[src/rtl/rwhs_pkg.sv]
// ----------------------------------------------------------------------------
// rwhs_pkg
// Shared types and constants for the signal-strength window switch.
// ----------------------------------------------------------------------------
`default_nettype none

package rwhs_pkg;

  localparam int SAMPLE_W    = 8;
  localparam int LEVEL_W     = 8;
  localparam int PCT_W       = 7;
  localparam int TOTAL_OUT_W = 11;
  localparam int FILL_OUT_W  = 4;
  localparam int CFG_INDEX_W = 2;
  localparam int CFG_DATA_W  = 8;

  // Register indexes on the configuration port.
  localparam logic [CFG_INDEX_W-1:0] REG_FLOOR   = 2'd0;
  localparam logic [CFG_INDEX_W-1:0] REG_CEILING = 2'd1;
  localparam logic [CFG_INDEX_W-1:0] REG_OFF_PCT = 2'd2;
  localparam logic [CFG_INDEX_W-1:0] REG_ON_PCT  = 2'd3;

  // Register values after reset.
  localparam logic [LEVEL_W-1:0] FLOOR_RESET   = 8'd162;
  localparam logic [LEVEL_W-1:0] CEILING_RESET = 8'd218;
  localparam logic [PCT_W-1:0]   OFF_PCT_RESET = 7'd27;
  localparam logic [PCT_W-1:0]   ON_PCT_RESET  = 7'd40;

  // Scale of a full range in percent.
  localparam logic signed [7:0] PCT_SCALE = 8'sd100;

  // Commands from the controller to the datapath, at most one per cycle.
  typedef struct packed {
    logic take;    // capture the sample and read the oldest slot
    logic update;  // update total and ring, first products
    logic mult;    // cross-multiplied comparison terms
    logic decide;  // threshold decision and result load
  } cmd_t;

endpackage

`default_nettype wire

[src/rtl/rwhs_ctrl.sv]
// ----------------------------------------------------------------------------
// rwhs_ctrl
// Sequencer for one sample: take, update, multiply, decide, and result valid.
// ----------------------------------------------------------------------------
`default_nettype none

module rwhs_ctrl (
  input  wire logic         clk,
  input  wire logic         rst,
  input  wire logic         sample_valid,
  output logic              sample_stall,
  output logic              result_valid,
  input  wire logic         result_stall,
  output rwhs_pkg::cmd_t    cmd
);

  localparam logic [1:0] S_IDLE   = 2'd0;
  localparam logic [1:0] S_UPDATE = 2'd1;
  localparam logic [1:0] S_MULT   = 2'd2;
  localparam logic [1:0] S_DECIDE = 2'd3;

  logic [1:0] state;
  logic [1:0] state_next;
  logic       result_valid_next;
  logic       out_free;

  // The result register can take a new item when empty or being drained.
  assign out_free     = !result_valid || !result_stall;
  assign sample_stall = (state != S_IDLE);

  always_comb begin
    state_next = state;
    cmd        = '0;
    case (state)
      S_IDLE: begin
        if (sample_valid) begin
          cmd.take   = 1'b1;
          state_next = S_UPDATE;
        end
      end
      S_UPDATE: begin
        cmd.update = 1'b1;
        state_next = S_MULT;
      end
      S_MULT: begin
        cmd.mult   = 1'b1;
        state_next = S_DECIDE;
      end
      S_DECIDE: begin
        if (out_free) begin
          cmd.decide = 1'b1;
          state_next = S_IDLE;
        end
      end
      default: begin
        state_next = S_IDLE;
      end
    endcase
  end

  assign result_valid_next = (result_valid && result_stall) || cmd.decide;

  always_ff @(posedge clk) begin
    if (rst) begin
      state        <= S_IDLE;
      result_valid <= 1'b0;
    end else begin
      state        <= state_next;
      result_valid <= result_valid_next;
    end
  end

  a_take_then_update: assert property (@(posedge clk) disable iff (rst)
    cmd.take |=> cmd.update)
    else $error("update did not follow take");

  a_decide_needs_room: assert property (@(posedge clk) disable iff (rst)
    cmd.decide |-> !(result_valid && result_stall))
    else $error("decision overwrote a waiting result");

  a_one_command: assert property (@(posedge clk) disable iff (rst)
    $onehot0({cmd.take, cmd.update, cmd.mult, cmd.decide}))
    else $error("more than one command in a cycle");

  a_busy_stalls: assert property (@(posedge clk) disable iff (rst)
    (cmd.update || cmd.mult) |-> sample_stall)
    else $error("input open while an item is in progress");

endmodule

`default_nettype wire

[src/rtl/rwhs_dp.sv]
// ----------------------------------------------------------------------------
// rwhs_dp
// Sample ring, running total, fill count, threshold arithmetic and results.
// ----------------------------------------------------------------------------
`default_nettype none

module rwhs_dp #(
  parameter int WINDOW_DEPTH = 8
) (
  input  wire logic                                clk,
  input  wire logic                                rst,
  input  wire rwhs_pkg::cmd_t                      cmd,
  input  wire logic [rwhs_pkg::SAMPLE_W-1:0]       sample,
  input  wire logic [rwhs_pkg::LEVEL_W-1:0]        range_floor,
  input  wire logic [rwhs_pkg::LEVEL_W-1:0]        range_ceiling,
  input  wire logic [rwhs_pkg::PCT_W-1:0]          off_percent,
  input  wire logic [rwhs_pkg::PCT_W-1:0]          on_percent,
  output logic                                     switch_on,
  output logic                                     switched,
  output logic [rwhs_pkg::TOTAL_OUT_W-1:0]         window_total,
  output logic [rwhs_pkg::FILL_OUT_W-1:0]          window_fill
);

  localparam int AW  = (WINDOW_DEPTH > 1) ? $clog2(WINDOW_DEPTH) : 1;
  localparam int FW  = $clog2(WINDOW_DEPTH + 1);
  localparam int TW  = $clog2(255 * WINDOW_DEPTH + 1);
  localparam int PW  = rwhs_pkg::LEVEL_W + FW;       // level times fill
  localparam int DW  = PW + 1;                       // signed difference
  localparam int LW  = DW + rwhs_pkg::PCT_W;         // scaled comparison terms

  logic [rwhs_pkg::SAMPLE_W-1:0] ring [WINDOW_DEPTH];
  logic [rwhs_pkg::SAMPLE_W-1:0] sample_q;
  logic [rwhs_pkg::SAMPLE_W-1:0] oldest_q;
  logic                          drop_q;
  logic [AW-1:0]                 slot;
  logic [FW-1:0]                 fill;
  logic [TW-1:0]                 total;
  logic                          switch_state;
  logic [PW-1:0]                 floor_n;
  logic [PW-1:0]                 span_n;
  logic signed [LW-1:0]          lhs;
  logic signed [LW-1:0]          rhs;

  logic                          full;
  logic [rwhs_pkg::LEVEL_W-1:0]  span;
  logic signed [DW-1:0]          excess;
  logic [rwhs_pkg::PCT_W-1:0]    thresh;
  logic                          turn_off;
  logic                          turn_on;

  assign full   = (fill == FW'(WINDOW_DEPTH));
  assign span   = range_ceiling - range_floor;
  assign excess = $signed(DW'(total)) - $signed(DW'(floor_n));
  // While on, only the turn-off threshold matters, and the other way round.
  assign thresh = switch_state ? off_percent : on_percent;

  assign turn_off = (range_ceiling > range_floor) && switch_state && (lhs < rhs);
  assign turn_on  = (range_ceiling > range_floor) && !switch_state && (lhs > rhs);

  // Ring memory: the slot about to be overwritten is read on take.
  always_ff @(posedge clk) begin
    if (cmd.take) begin
      oldest_q <= ring[slot];
    end
    if (cmd.update) begin
      ring[slot] <= sample_q;
    end
  end

  // Payload registers.
  always_ff @(posedge clk) begin
    if (cmd.take) begin
      sample_q <= sample;
      drop_q   <= full;
    end
    if (cmd.update) begin
      floor_n <= PW'(range_floor) * PW'(fill);
      span_n  <= PW'(span) * PW'(fill);
    end
    if (cmd.mult) begin
      lhs <= LW'(excess) * LW'(rwhs_pkg::PCT_SCALE);
      rhs <= $signed(LW'(thresh) * LW'(span_n));
    end
  end

  // Window state and switch state.
  always_ff @(posedge clk) begin
    if (rst) begin
      slot         <= '0;
      fill         <= '0;
      total        <= '0;
      switch_state <= 1'b0;
    end else begin
      if (cmd.take && !full) begin
        fill <= fill + FW'(1);
      end
      if (cmd.update) begin
        total <= total - (drop_q ? TW'(oldest_q) : TW'(0)) + TW'(sample_q);
        if (slot == AW'(WINDOW_DEPTH - 1)) begin
          slot <= '0;
        end else begin
          slot <= slot + AW'(1);
        end
      end
      if (cmd.decide && (turn_off || turn_on)) begin
        switch_state <= turn_on;
      end
    end
  end

  // Result register.
  always_ff @(posedge clk) begin
    if (cmd.decide) begin
      switch_on    <= turn_on || (switch_state && !turn_off);
      switched     <= turn_off || turn_on;
      window_total <= rwhs_pkg::TOTAL_OUT_W'(total);
      window_fill  <= rwhs_pkg::FILL_OUT_W'(fill);
    end
  end

  a_fill_bounded: assert property (@(posedge clk) disable iff (rst)
    fill <= FW'(WINDOW_DEPTH))
    else $error("fill count beyond window depth");

  a_switched_tracks_state: assert property (@(posedge clk) disable iff (rst)
    cmd.decide |=> (switched == (switch_state != $past(switch_state))))
    else $error("switched flag disagrees with switch state");

endmodule

`default_nettype wire

[src/rtl/rssi_window_hysteresis_switch.sv]
// ----------------------------------------------------------------------------
// rssi_window_hysteresis_switch
// Moving average of signal-strength samples with a hysteresis switch.
// ----------------------------------------------------------------------------
//   channel  | handshake                  | payload
//   ---------+----------------------------+--------------------------------------
//   sample   | sample_valid, sample_stall | sample
//   result   | result_valid, result_stall | switch_on, switched, window_total,
//            |                            | window_fill
//   config   | cfg_we                     | cfg_index, cfg_data
//
// Each sample goes through take and ring read, total update with the
// first products, the cross-multiplied terms, then the threshold decision.
// The sequencer handles one sample at a time and takes no new sample until
// the last one is decided; a stalled result holds the decision step.
// Reset clears the window, the switch and the registers to their defaults.
// ----------------------------------------------------------------------------
`default_nettype none

module rssi_window_hysteresis_switch #(
  parameter int WINDOW_DEPTH = 8
) (
  input  wire logic                                clk,
  input  wire logic                                rst,
  input  wire logic                                sample_valid,
  output logic                                     sample_stall,
  input  wire logic [rwhs_pkg::SAMPLE_W-1:0]       sample,
  output logic                                     result_valid,
  input  wire logic                                result_stall,
  output logic                                     switch_on,
  output logic                                     switched,
  output logic [rwhs_pkg::TOTAL_OUT_W-1:0]         window_total,
  output logic [rwhs_pkg::FILL_OUT_W-1:0]          window_fill,
  input  wire logic                                cfg_we,
  input  wire logic [rwhs_pkg::CFG_INDEX_W-1:0]    cfg_index,
  input  wire logic [rwhs_pkg::CFG_DATA_W-1:0]     cfg_data
);

  logic [rwhs_pkg::LEVEL_W-1:0] range_floor;
  logic [rwhs_pkg::LEVEL_W-1:0] range_ceiling;
  logic [rwhs_pkg::PCT_W-1:0]   off_percent;
  logic [rwhs_pkg::PCT_W-1:0]   on_percent;
  rwhs_pkg::cmd_t               cmd;

  always_ff @(posedge clk) begin
    if (rst) begin
      range_floor   <= rwhs_pkg::FLOOR_RESET;
      range_ceiling <= rwhs_pkg::CEILING_RESET;
      off_percent   <= rwhs_pkg::OFF_PCT_RESET;
      on_percent    <= rwhs_pkg::ON_PCT_RESET;
    end else if (cfg_we) begin
      case (cfg_index)
        rwhs_pkg::REG_FLOOR:   range_floor   <= cfg_data;
        rwhs_pkg::REG_CEILING: range_ceiling <= cfg_data;
        rwhs_pkg::REG_OFF_PCT: off_percent   <= cfg_data[rwhs_pkg::PCT_W-1:0];
        rwhs_pkg::REG_ON_PCT:  on_percent    <= cfg_data[rwhs_pkg::PCT_W-1:0];
        default: begin
        end
      endcase
    end
  end

  rwhs_ctrl u_ctrl (
    .clk          (clk),
    .rst          (rst),
    .sample_valid (sample_valid),
    .sample_stall (sample_stall),
    .result_valid (result_valid),
    .result_stall (result_stall),
    .cmd          (cmd)
  );

  rwhs_dp #(
    .WINDOW_DEPTH (WINDOW_DEPTH)
  ) u_dp (
    .clk           (clk),
    .rst           (rst),
    .cmd           (cmd),
    .sample        (sample),
    .range_floor   (range_floor),
    .range_ceiling (range_ceiling),
    .off_percent   (off_percent),
    .on_percent    (on_percent),
    .switch_on     (switch_on),
    .switched      (switched),
    .window_total  (window_total),
    .window_fill   (window_fill)
  );

endmodule

`default_nettype wire

[config.mk]
export PLATFORM = sky130hd
export DESIGN_NAME = rssi_window_hysteresis_switch
export DESIGN_NICKNAME = d
export VERILOG_FILES = /design/src/rtl/rwhs_pkg.sv /design/src/rtl/rwhs_ctrl.sv /design/src/rtl/rwhs_dp.sv /design/src/rtl/rssi_window_hysteresis_switch.sv
export SDC_FILE = /design/constraint.sdc
export NUM_CORES = 1
export LEC_CHECK = 0
export BUFFER_PORTS_ARGS = -buffer_cell sky130_fd_sc_hd__buf_2
export CORE_UTILIZATION = 58
export DETAILED_ROUTE_END_ITERATION = 7
export PLACE_DENSITY = 0.78
export SLEW_MARGIN = 25
export SYNTH_ARGS = -nofsm -noshare
export SYNTH_HDL_FRONTEND = slang
export SYNTH_HIERARCHICAL = 1
export SYNTH_SLANG_ARGS = --single-unit
[constraint.sdc]
create_clock -name clk -period 5.6 [get_ports clk]
set_clock_uncertainty 0.15 [all_clocks]
set_input_delay 0.56 -clock clk [delete_from_list [all_inputs] [get_ports clk]]
set_output_delay 0.56 -clock clk [all_outputs]
set_load 0.02 [all_outputs]
==> results of run 1 <==
[flip-flops by register name, summed over array words and instances (netlist names), 11 cells and up]
name,flops
u_dp/lhs,18
u_dp/span_n,12
u_dp/window_total,11
u_dp/floor_n,12
u_dp/rhs,19
u_dp/ring,64
u_dp/total,11
[cell usage in the layout (no fill, tap or decap), types with 4 or more instances in the layout]
master	instances
inv_1	210
clkbuf_1	4
clkinv_2	6
a31oi_1	6
nand4_1	5
and2_1	61
o21bai_1	7
o21ai_1	5
buf_4	16
o31ai_1	5
nand3b_1	5
nand2_1	72
o21ai_0	23
buf_2	41
a21oi_1	51
dfxtp_1	51
or2_2	4
nor3_1	20
mux2i_1	43
o21a_1	11
nor2_1	95
edfxtp_1	159
mux2_2	12
nand3_1	17
xor2_1	19
a21boi_0	6
ha_1	162
mux4_2	16
xnor2_1	41
nor2b_1	38
a211oi_1	5
clkbuf_16	24
and3_1	4
a21o_1	12
nand2b_1	44
fa_1	94
[through the flow]
step	setup slack [ps]	area, µm²	utilization (%)	hold WS, ps
after global routing	95.7	16500	65.1	51.5
final	319	16500	65.1	68.6
after floorplan	154	15100	-	256
after global placement	341	15800	62.0	317
after CTS	217	16500	65.1	48.8
after detailed placement	212	15800	62.0	327
[kinds of logic after synthesis]
group	Yosys count	share of synthesized area, %
and+or+nand+nor	387	13.2
adders and majority gates	257	25.9
buffers and inverters	246	6.17
DFF	211	38.4
AOI/OAI and AO/OA	154	6.68
muxes	71	6.12
xor gates and xnor gates	60	3.47
[routing by layer]
metal  track usage, %  wire [µm]  vias up  part of all wire, %
met1             31.5      13400     4707                   46
met3             2.64       1410       45                  4.9
met4             5.89        563        0                  1.9
met2             38.2      13700      231                   47
li1                 -          -     4781                    -
met5                0          0        -                    0
[path summary, 6_finish.rpt]
| check | cells after the start | endpoint | slack, ps |
|---|---|---|---|
| max | 18 | u_dp/rhs[17]$_DFFE_PP_ | 320 |
| max reg2reg | 18 | u_dp/rhs[17]$_DFFE_PP_ | 320 |
| min | 1 | u_dp/sample_q[3]$_DFFE_PP_ | 70 |
| min reg2reg | 2 | off_percent[6]$_SDFFE_PP0P_ | 330 |
[layout make-up]
class / instances / area [µm²]
clock inverters: 14 / 164
clock buffers: 29 / 629
well taps: 330 / 413
repair buffers: 57 / 325
multi-input cells: 929 / 8390
inverters: 214 / 803
flip-flops and latches: 211 / 5820
fillers: 1949 / 8850
==> impl_metrics.toml, run 1 <==
[outcome]
run_status = "completed"

[hold_path]
hold_path.class = "primary input to register"
hp-start = "sample[3]"

[yosys]
mappedNetlistArea_um2 = 15100
synth_fp_nets = 1666
number_of_flops_mapped_to_enable_cells_by_yosys = 159
synth.area.top_cells = "edfxtp_1, ha_1, fa_1"
synthCells = 1386
synth_top_area_share_pct = 31.5
synth.most_common_cell = "inv_1"
yosys_warnings = 6
post-synth-top-area-cell = "edfxtp_1"
dominantRegCellSynth = "edfxtp_1"
synth_seq_cells = 211
ys_top_cells_by_count = "inv_1, ha_1, edfxtp_1"
synthesis.area_per_instance_um2 = 10.9
synthDistinctLibCells = 64
synth_sequential_area_ratio_pct = 38.4
ys_async_rst_share_pct = 0

[placed_design]
finalWeightedCongestion = 0.857
dpl.cell_count = 1741
dp_hpwl_um = 21900
port_buffers = 41

[setup_path]
timing.critical_path.to_type = "register"
cp_num_buf_inv = 4
worst-setup-path-type = "register to register"
critical_path.startpoint = "u_dp/switch_state$_SDFFE_PP0P_"
worst-endpoint-arrival_ps = 5390
cp_slowest_stage_delay_ps = 530
setup.worst_path.start_class = "register"
worstPathMaxFanout = 6
critical-path-slowest-cell = "fa_1"
critPathRequiredTime_ps = 5710
worst_r2r_startpoint = "u_dp/switch_state$_SDFFE_PP0P_"
path_delay_family = "adder cells"
critical_path.cell_chain = "mux2_2 -> and2_1 -> fa_1 -> inv_1 -> fa_1 -> inv_1 -> fa_1 -> inv_1 -> fa_1 -> inv_1 -> ha_1 -> nor3_1 -> nor2_1 -> a31oi_1 -> o21ai_1 -> a221o_1 -> a21oi_1 -> xnor2_1"

[floorplanning]
start_util_pct = 59.6
core_area_um2 = 25400
io_count = 42
die-width_um = 164
fp-row-count = 58
die_height_um = 164
die_area_um2 = 26700

[route]
finalWirelength_um = 29000
ant_nets = 0
drt-pass1-iter-count = 5
route.vias.total = 9764
wire_per_inst_um = 16.3
detailedRoute.firstIterationViolations = 524
drt_drc_violations_left = 0
avgViaCountPerCell = 5.47

[layout]
antenna_cells = 0
final_cell_count_no_fill = 1784
area_delta_synth_final_pct = 9.30
share_of_cells_above_drive_strength_1_pct = 9.56
nets = 1717

[sta]
worst_tran_pin_value_ps = 990
timing.slew.headroom_pct = 33.9
finalHoldViolations = 0
timing.setup.tns_ps = 0
final-max-slew-violation-count = 0
timing.final.crit_share_pct = 94.3
setup_viol = 0
final_period_minus_worst_setup_slack_ps = 5280
rsz0062_at_grt = "no"
achievable_frequency_ghz = 0.189

[global_route]
grtUsageTotal_pct = 22.8
grt_first_pass_wirelength_um = 48200
pin_count_of_the_biggest_net_entering_global_routing = 76
number_of_antenna_violations_at_the_first_check_in_global_routing = 0
via_count_of_the_first_global_routing_pass = 9927
gr-total-overflow = 0

[clocking]
post_cts.resized_instances = 0
cts_max_path_buffers = 3
post_cts_hold_buffer_count = 0
cts.root.buffer_cell = "clkbuf_16"
h-tree-depth = 1
cts_tree = "done"
insertion_delay_ps = 510
clk_transition_reported_paths_ps = 60
cts.sink_count = 211
cts.repair_timing.setup_buffer_count = 0
numCtsBuffers = 24

[run]
max_cap_violations = 0
Power of run 1 is not shown: default switching activity piles up to over one toggle a cycle in this logic, so the estimate is an artifact.
==> inputs of run 2 (changes only) <==
--- a/config.mk
+++ b/config.mk
@@ -7,8 +7,10 @@
 export LEC_CHECK = 0
 export BUFFER_PORTS_ARGS = -buffer_cell sky130_fd_sc_hd__buf_2
 export CORE_UTILIZATION = 58
+export CTS_CLUSTER_DIAMETER = 60
 export DETAILED_ROUTE_END_ITERATION = 7
 export PLACE_DENSITY = 0.78
+export RECOVER_POWER = 50
 export SLEW_MARGIN = 25
 export SYNTH_ARGS = -nofsm -noshare
 export SYNTH_HDL_FRONTEND = slang
==> impl_metrics.toml, run 2 (synthesis gave the netlist of run 1 again) <==
[hold_path]
worst_hold_path.endpoint = "u_dp/sample_q[3]$_DFFE_PP_"
hp-start = "sample[3]"
timing.hold.worst_path_depth = 1
hold_path.class = "primary input to register"

[sta]
timing.setup.tns_ps = 0
achievable_frequency_ghz = 0.188
final-max-slew-violation-count = 178
timing.slew.headroom_pct = -86.8
rsz0062_at_grt = "no"
setup_viol = 0
worst_tran_pin_value_ps = 2800
final_period_minus_worst_setup_slack_ps = 5310
timing.final.crit_share_pct = 94.8
finalHoldViolations = 0

[setup_path]
worst_r2r_endpoint = "u_dp/rhs[17]$_DFFE_PP_"
critPathRequiredTime_ps = 5710
timing.critical_path.to_type = "register"
critical_path.startpoint = "u_dp/switch_state$_SDFFE_PP0P_"
setup.worst_path.start_class = "register"
worstPathMaxFanout = 6
worst-setup-path-type = "register to register"
worst_r2r_startpoint = "u_dp/switch_state$_SDFFE_PP0P_"
worst-endpoint-arrival_ps = 5420
timing.reg2reg.worst_path_depth = 18
reg2reg_setup_slack_ps = 290

[global_route]
via_count_of_the_first_global_routing_pass = 9938
grt_use_met3_pct = 2.64
grtUsageTotal_pct = 22.8
gr-total-overflow = 0
number_of_antenna_violations_at_the_first_check_in_global_routing = 0
pin_count_of_the_biggest_net_entering_global_routing = 76
grt.met1_usage_pct = 31.5
global_route.peak_usage_layer = "met2"
grt_first_pass_wirelength_um = 48200
globalRouteMet2Util_pct = 38.2

[layout]
registers.top_by_ff_count = "u_dp/ring"
share_of_cells_above_drive_strength_1_pct = 8.65
mostFrequentLayoutCells = "inv_1, ha_1, edfxtp_1"
largest_registers = "u_dp/ring (64), u_dp/rhs (19), u_dp/lhs (18)"
post_route_design_area_um2 = 16500
antenna_cells = 0
largest_register_ffs = 64
layout.cells.most_common = "inv_1"
area_delta_synth_final_pct = 9.20
nets = 1718

[clocking]
cts_max_path_buffers = 3
h-tree-depth = 1
clk_transition_reported_paths_ps = 60
numCtsBuffers = 25
cts.root.buffer_cell = "clkbuf_16"
cts_tree = "done"
post_cts_hold_buffer_count = 0
insertion_delay_ps = 510
cts.sink_count = 211

[route]
ant_nets = 0
drt-pass1-iter-count = 5
wire_per_inst_um = 16.2
finalWirelength_um = 28900
drt_drc_violations_left = 0
avgViaCountPerCell = 5.47
detailedRoute.firstIterationViolations = 504
route.vias.total = 9765

[outcome]
run_status = "finished with violations"
violations = "max-capacitance violations, max-slew violations"

[floorplanning]
start_util_pct = 59.6
core_area_um2 = 25400
die-width_um = 164
fp-row-count = 58
die_area_um2 = 26700
die_height_um = 164
io_count = 42

[run]
max_cap_violations = 4

[placed_design]
port_buffers = 41
finalWeightedCongestion = 0.857
place_area_um2 = 15800
dp_hpwl_um = 21900
## run 2: cell count changes in the layout (fill, tap and decap cells not counted), sizes merged
cell / delta
clkinvlp: +1
inv: +3
clkbuf: +11
clkinv: -3
bufinv: -1
buf: -9
## run 2: metal layers
metal | share of wire, % | routed length (µm)
met4 | 2.1 | 599
met2 | 47 | 13600
met3 | 4.5 | 1300
met5 | 0 | 0
met1 | 46 | 13400
## run 2: repair_timing
item                                   in CTS  in global routing
setup endpoints to repair                   0                  2
buffers inserted                            0                  0
endpoints found under the hold margin       0                  0
gates resized for setup                     0                  1
## run 2: layout make-up
class | instances | area (µm²)
fillers | 1953 | 8870
multi-input cells | 929 | 8390
flip-flops and latches | 211 | 5820
inverters | 214 | 803
clock buffers | 31 | 658
well taps | 330 | 413
repair buffers | 57 | 307
clock inverters | 14 | 143
## run 2: critical path: stages, from the launching register on
cell	delay (ps)
dfxtp_2	400
mux2_2	370
and2_1	180
fa_1	530
inv_1	50
fa_1	480
inv_1	50
fa_1	530
inv_1	60
fa_1	520
inv_1	40
ha_1	390
nor3_1	240
nor2_1	70
a31oi_1	300
o21ai_1	150
a221o_1	300
a21oi_1	170
xnor2_1	80
## run 2: per-stage QoR
stage | worst slack, ps | hold WS (ps) | util, % | cells
2_1_floorplan | 154 | 256 | - | 1386
5_1_grt | 79.7 | 51.3 | 65.1 | 1786
4_1_cts | 200 | 49.0 | 65.2 | 1786
3_3_place_gp | 341 | 317 | 62.0 | 1741
3_5_place_dp | 212 | 327 | 62.0 | 1741
6_report | 289 | 68.2 | 65.1 | 1786
## run 2: worst max-delay path by stage
stage                              to  slack [ps]  depth (start not counted)
2_1_floorplan  u_dp/rhs[17]$_DFFE_PP_         150                         20
3_3_place_gp   u_dp/rhs[17]$_DFFE_PP_         340                         18
3_5_place_dp   u_dp/rhs[17]$_DFFE_PP_         210                         18
4_1_cts        u_dp/rhs[17]$_DFFE_PP_         200                         18
5_1_grt        u_dp/rhs[15]$_DFFE_PP_          80                         18
6_report       u_dp/rhs[17]$_DFFE_PP_         290                         18
Power of run 2 is left out for the same reason.
